### src/rtl/sparse_matrix_vector_engine_core_defines.svh
// ----------------------------------------------------------------------------
// sparse_matrix_vector_engine_core_defines
// Assertion macros shared by the sparse matrix/vector engine RTL.
// ----------------------------------------------------------------------------
`ifndef SPARSE_MATRIX_VECTOR_ENGINE_CORE_DEFINES_SVH
`define SPARSE_MATRIX_VECTOR_ENGINE_CORE_DEFINES_SVH

// Same-cycle implication, checked outside reset.
`define SMVE_ASSERT_NOW(lbl, ante, cons, msg) \
  lbl: assert property (@(posedge clk) disable iff (!rst_n) (ante) |-> (cons)) else $error(msg);

// Next-cycle implication, checked outside reset.
`define SMVE_ASSERT_NEXT(lbl, ante, cons, msg) \
  lbl: assert property (@(posedge clk) disable iff (!rst_n) (ante) |=> (cons)) else $error(msg);

`endif

### src/rtl/smve_pkg.sv
// ----------------------------------------------------------------------------
// smve_pkg
// Types and constants for the sparse matrix/vector engine.
// ----------------------------------------------------------------------------
`default_nettype none

package smve_pkg;

  localparam int MAX_DIM_DEF = 64;
  localparam int MAX_NNZ_DEF = 256;

  localparam int PTR_W   = 9;
  localparam int SLOT_W  = 8;
  localparam int INNER_W = 6;
  localparam int NUM_W   = 32;
  localparam int OP_W    = 3;
  localparam int ACC_W   = 64;
  localparam int CNT_W   = 7;

  typedef enum logic [1:0] {
    ACT_LOAD_PTR = 2'd0,
    ACT_LOAD_NZ  = 2'd1,
    ACT_LOAD_VEC = 2'd2,
    ACT_START    = 2'd3
  } action_t;

  typedef enum logic [1:0] {
    CFG_ROW_COUNT = 2'd0,
    CFG_COL_COUNT = 2'd1,
    CFG_FORMAT    = 2'd2
  } cfg_reg_t;

  localparam logic [OP_W-1:0] OP_AX      = 3'd0;
  localparam logic [OP_W-1:0] OP_ATX     = 3'd1;
  localparam logic [OP_W-1:0] OP_ROW_MAX = 3'd2;
  localparam logic [OP_W-1:0] OP_COL_MAX = 3'd3;
  localparam logic [OP_W-1:0] OP_ROW_L1  = 3'd4;
  localparam logic [OP_W-1:0] OP_COL_L1  = 3'd5;

  typedef enum logic [1:0] {
    K_MUL = 2'd0,
    K_MAX = 2'd1,
    K_SUM = 2'd2
  } alu_kind_t;

  typedef struct packed {
    logic      load;
    alu_kind_t kind;
  } alu_ctrl_t;

  typedef enum logic [3:0] {
    ST_IDLE,
    ST_PTR0,
    ST_LD0,
    ST_PTR,
    ST_LDE,
    ST_ENT,
    ST_ENTW,
    ST_MUL,
    ST_ACC,
    ST_OUT,
    ST_OUTW,
    ST_SEND
  } state_t;

endpackage

`default_nettype wire

### src/rtl/smve_alu.sv
// ----------------------------------------------------------------------------
// smve_alu
// Shared arithmetic unit: registered product or magnitude, then a saturating
// add or a max against the old accumulator value.
// ----------------------------------------------------------------------------
`default_nettype none

module smve_alu
  import smve_pkg::*;
(
  input  wire logic                    clk,
  input  wire alu_ctrl_t               ctrl,
  input  wire logic signed [NUM_W-1:0] nz_value,
  input  wire logic signed [NUM_W-1:0] vec_value,
  input  wire logic signed [ACC_W-1:0] acc_old,
  output logic signed [ACC_W-1:0]      acc_new
);

  logic signed [ACC_W-1:0] term_r, term_nxt;
  alu_kind_t               kind_r;
  logic        [NUM_W-1:0] abs_v;
  logic        [ACC_W:0]   sum;

  always_comb begin
    abs_v = nz_value[NUM_W-1] ? (~nz_value + 1'b1) : nz_value;
    if (ctrl.kind == K_MUL) begin
      term_nxt = nz_value * vec_value;
    end else begin
      term_nxt = {16'd0, abs_v, 16'd0};
    end
  end

  always_ff @(posedge clk) begin
    if (ctrl.load) begin
      term_r <= term_nxt;
      kind_r <= ctrl.kind;
    end
  end

  always_comb begin
    sum = {acc_old[ACC_W-1], acc_old} + {term_r[ACC_W-1], term_r};
    if (kind_r == K_MAX) begin
      acc_new = (term_r > acc_old) ? term_r : acc_old;
    end else if (sum[ACC_W] != sum[ACC_W-1]) begin
      // signed overflow: clamp to the bound on the side of the true sign
      acc_new = sum[ACC_W] ? {1'b1, {(ACC_W-1){1'b0}}} : {1'b0, {(ACC_W-1){1'b1}}};
    end else begin
      acc_new = sum[ACC_W-1:0];
    end
  end

endmodule

`default_nettype wire

### config.mk
export PLATFORM = sky130hd
export DESIGN_NAME = smve_alu
export DESIGN_NICKNAME = d
export VERILOG_FILES = /design/src/rtl/sparse_matrix_vector_engine_core_defines.svh /design/src/rtl/smve_pkg.sv /design/src/rtl/smve_alu.sv
export SDC_FILE = /design/constraint.sdc
export NUM_CORES = 2
export LEC_CHECK = 0
export ABC_AREA = 1
export ABC_CLOCK_PERIOD_IN_PS = 12700
export BUFFER_PORTS_ARGS = -buffer_cell sky130_fd_sc_hd__clkbuf_2
export CORE_ASPECT_RATIO = 0.9
export CORE_MARGIN = 5
export CORE_UTILIZATION = 40
export CTS_BUF_LIST = sky130_fd_sc_hd__clkbuf_16
export CTS_CLUSTER_SIZE = 40
export DETAILED_ROUTE_END_ITERATION = 12
export SLEW_MARGIN = 25
export SYNTH_ARGS = -nofsm -noshare
export SYNTH_HDL_FRONTEND = slang
export SYNTH_SLANG_ARGS = --single-unit
export TNS_END_PERCENT = 20
### constraint.sdc
create_clock -name clk -period 12.7 [get_ports clk]
set_clock_uncertainty 0.2 [all_clocks]
set_input_delay 2.54 -clock clk [delete_from_list [all_inputs] [get_ports clk]]
set_output_delay 2.54 -clock clk [all_outputs]
set_load 0.01 [all_outputs]
==> run metrics <==
outcome=completed; CP max FO=32; H-Tree Depth=3; Final setup viols=0; Slew headroom=23.0%; 1st-iter DRT viols=3,383; cts repair resizes=0; Most common cell on crit path=inv_1; Setup crit start=vec_value[6]; Routed WL=170,000 um; Synth Area in Simple Gates=21.2%; drt pass-1 iters=6; ys flop type=edfxtp_1; WL/cell=19.9 um; Fill cells=13,000; Clk pin slew, worst setup/hold paths=60 ps; Crit Path Class=primary input to register; CP delay by family, top=adder cells; distinct cell type count after synthesis=55; Avg Cell Area, Syn=7.34 um^2; WP data arrival=10,690 ps; worst path buffer plus inverter count=11; Yosys Warn Count=0; critical path's slowest cell=fa_1; main combinational cell family by area after synthesis=adder cells; I/O pin count=196; DRC=0; Max Fclk=0.0936 GHz; fin crit share=84.1%; startpoint types=primary input; detailed placement HPWL=142,000 um; Synth Area in Adders=50.9%; Worst Path Required=12,710 ps; Fin Setup TNS=0 ps; Starting Density=40.3%; largest net degree at the start of global routing=67; Remaining Overflow, GRT=0; RePlAce Congestion=0.967; Synthesized Nets=8,385; DRT antenna net count=0; DR vias=42,800; Post-Synth XOR/XNOR Area=1.10%; Synth Area in Compound Gates=5.81%; CTS root buf=clkbuf_16; Post-Syn Area=50,300 um^2; number of synthesized register bits=66; chip height=346 um; drt via density=5.02; Die W=384 um; Gate Count Post-Synth=6,857; CP max stage delay=800 ps; initial antenna violation count=5; asr flop ratio synth=0%; first-pass GRT wire length=267,000 um; CTS tree=yes; # rows=123; mux cell area share after synthesis=0%; synthesis-to-finish area growth=5.09%; Final Critical Period=10,690 ps; maximum buffer depth of the clock tree=2; RSZ-0062 raised after global routing=no; Nets=8,361; CTS sink count=66; Slew @ Worst Pin=1150 ps; Post-CTS Setup Repair Bufs=0; Num CTS Buffers=9; die area=133,000 um^2; max-slew violations=0; crit end category=register; MaxCap Viol Count=0; core area=125,000 um^2; Final Hold Vio Count=0; share of cells above drive strength 1=6.43%; Hold Buf Count CTS=0; Hold WC Path Type=primary input to register; hold wc startpoint=ctrl[0]; sequential area share after synthesis=3.94%; Total GRT Usage=25.7%; number of synthesized flops with an enable pin=66; number of global-route vias before repair=44,900; Port Buf Inserts=195
[registers in the layout (all words and copies together) (netlist names)]
register and flops:
kind_r 2, term_r 64
[worst paths after layout]
check                    end  slack (ps)  cells past startpoint
setup / recovery  term_r[55]        2010                     28
hold / removal     kind_r[0]        2280                      1
[synth_stat cells (9+ instances only)]
| cell type | n | share of area [%] |
|---|---|---|
| a21oi_2 | 13 | 0.23 |
| o21ai_0 | 179 | 1.8 |
| a21oi_1 | 239 | 2.4 |
| clkbuf_1 | 221 | 1.6 |
| buf_1 | 23 | 0.17 |
| buf_2 | 13 | 0.13 |
| nand2_2 | 78 | 0.97 |
| o21ai_1 | 11 | 0.11 |
| ha_1 | 313 | 7.8 |
| xnor2_1 | 21 | 0.37 |
| fa_1 | 1083 | 43 |
| xor2_1 | 42 | 0.73 |
| a31oi_1 | 14 | 0.17 |
| nand3b_1 | 65 | 0.97 |
| nor3_1 | 44 | 0.44 |
| nor2_1 | 358 | 2.7 |
| inv_2 | 44 | 0.33 |
| edfxtp_1 | 66 | 3.9 |
| inv_1 | 1894 | 14 |
| nor4_1 | 9 | 0.11 |
| nand3_1 | 181 | 1.8 |
| a21o_1 | 19 | 0.28 |
| nand4_1 | 28 | 0.35 |
| nand2_1 | 1766 | 13 |
| o21a_1 | 11 | 0.16 |
| nor2_2 | 23 | 0.29 |
| o21bai_1 | 20 | 0.30 |
| buf_6 | 12 | 0.27 |
[metrics by stage]
step                instances  setup slack [ps]  hold WS [ps]  cell area [um^2]  utilization (%)
global placement         8509              1520          2630             52500             42.0
floorplan                6857              2810          2440             50300                -
CTS                      8525              1890          2260             52900             42.3
detailed placement       8509              1520          2630             52500             42.0
finish                   8528              2010          2280             52900             42.3
global route             8526              1570          2270             52900             42.3
[cell families (layout without fill, tap and decap cells)]
group | after synthesis | in the layout
compound gates | 531 | 531
xor+xnor | 63 | 63
fa+ha+maj | 1396 | 1396
buf+inv | 2223 | 2204
flops | 66 | 66
other cells | 0 | 3
simple gates | 2578 | 2578
[final cells by class]
class / instances / area [um^2] / share of cell area (%)
Sequential cell: 66 / 1980 / 3.75
Clock inverter: 7 / 115 / 0.218
Inverter: 1940 / 7290 / 13.8
Antenna cell: 3 / 7.51 / 0.0142
Tap cell: 1687 / 2110 / 3.99
Timing Repair Buffer: 248 / 1370 / 2.60
Multi-Input combinational cell: 4568 / 39800 / 75.2
Clock buffer: 9 / 225 / 0.426
[placed cells by master, fill, tap and decap left out, drive strengths merged, types with 2 or more instances in the layout]
cell    instances
inv          1942
nand2        1848
fa           1083
nor2          382
ha            313
a21oi         253
clkbuf        201
o21ai         190
nand3         181
edfxtp         66
nand3b         65
buf            56
nor3           49
xor2           42
nand4          28
xnor2          21
o21bai         20
a21o           19
a31oi          14
o21a           12
nor4           10
and3            8
o22ai           5
o211ai          5
a21boi          4
and2            4
diode           3
o31ai           3
bufinv          3
clkinv          2
[per-layer routing]
layer	GRT usage [%]	part of all wire, %
met4	5.96	2.6
met5	0	0.0071
met1	36.7	45
met3	3.75	7.9
met2	41.3	45
Power is not shown: default switching activity piles up to over one toggle a cycle in this logic, so the estimate is an artifact.
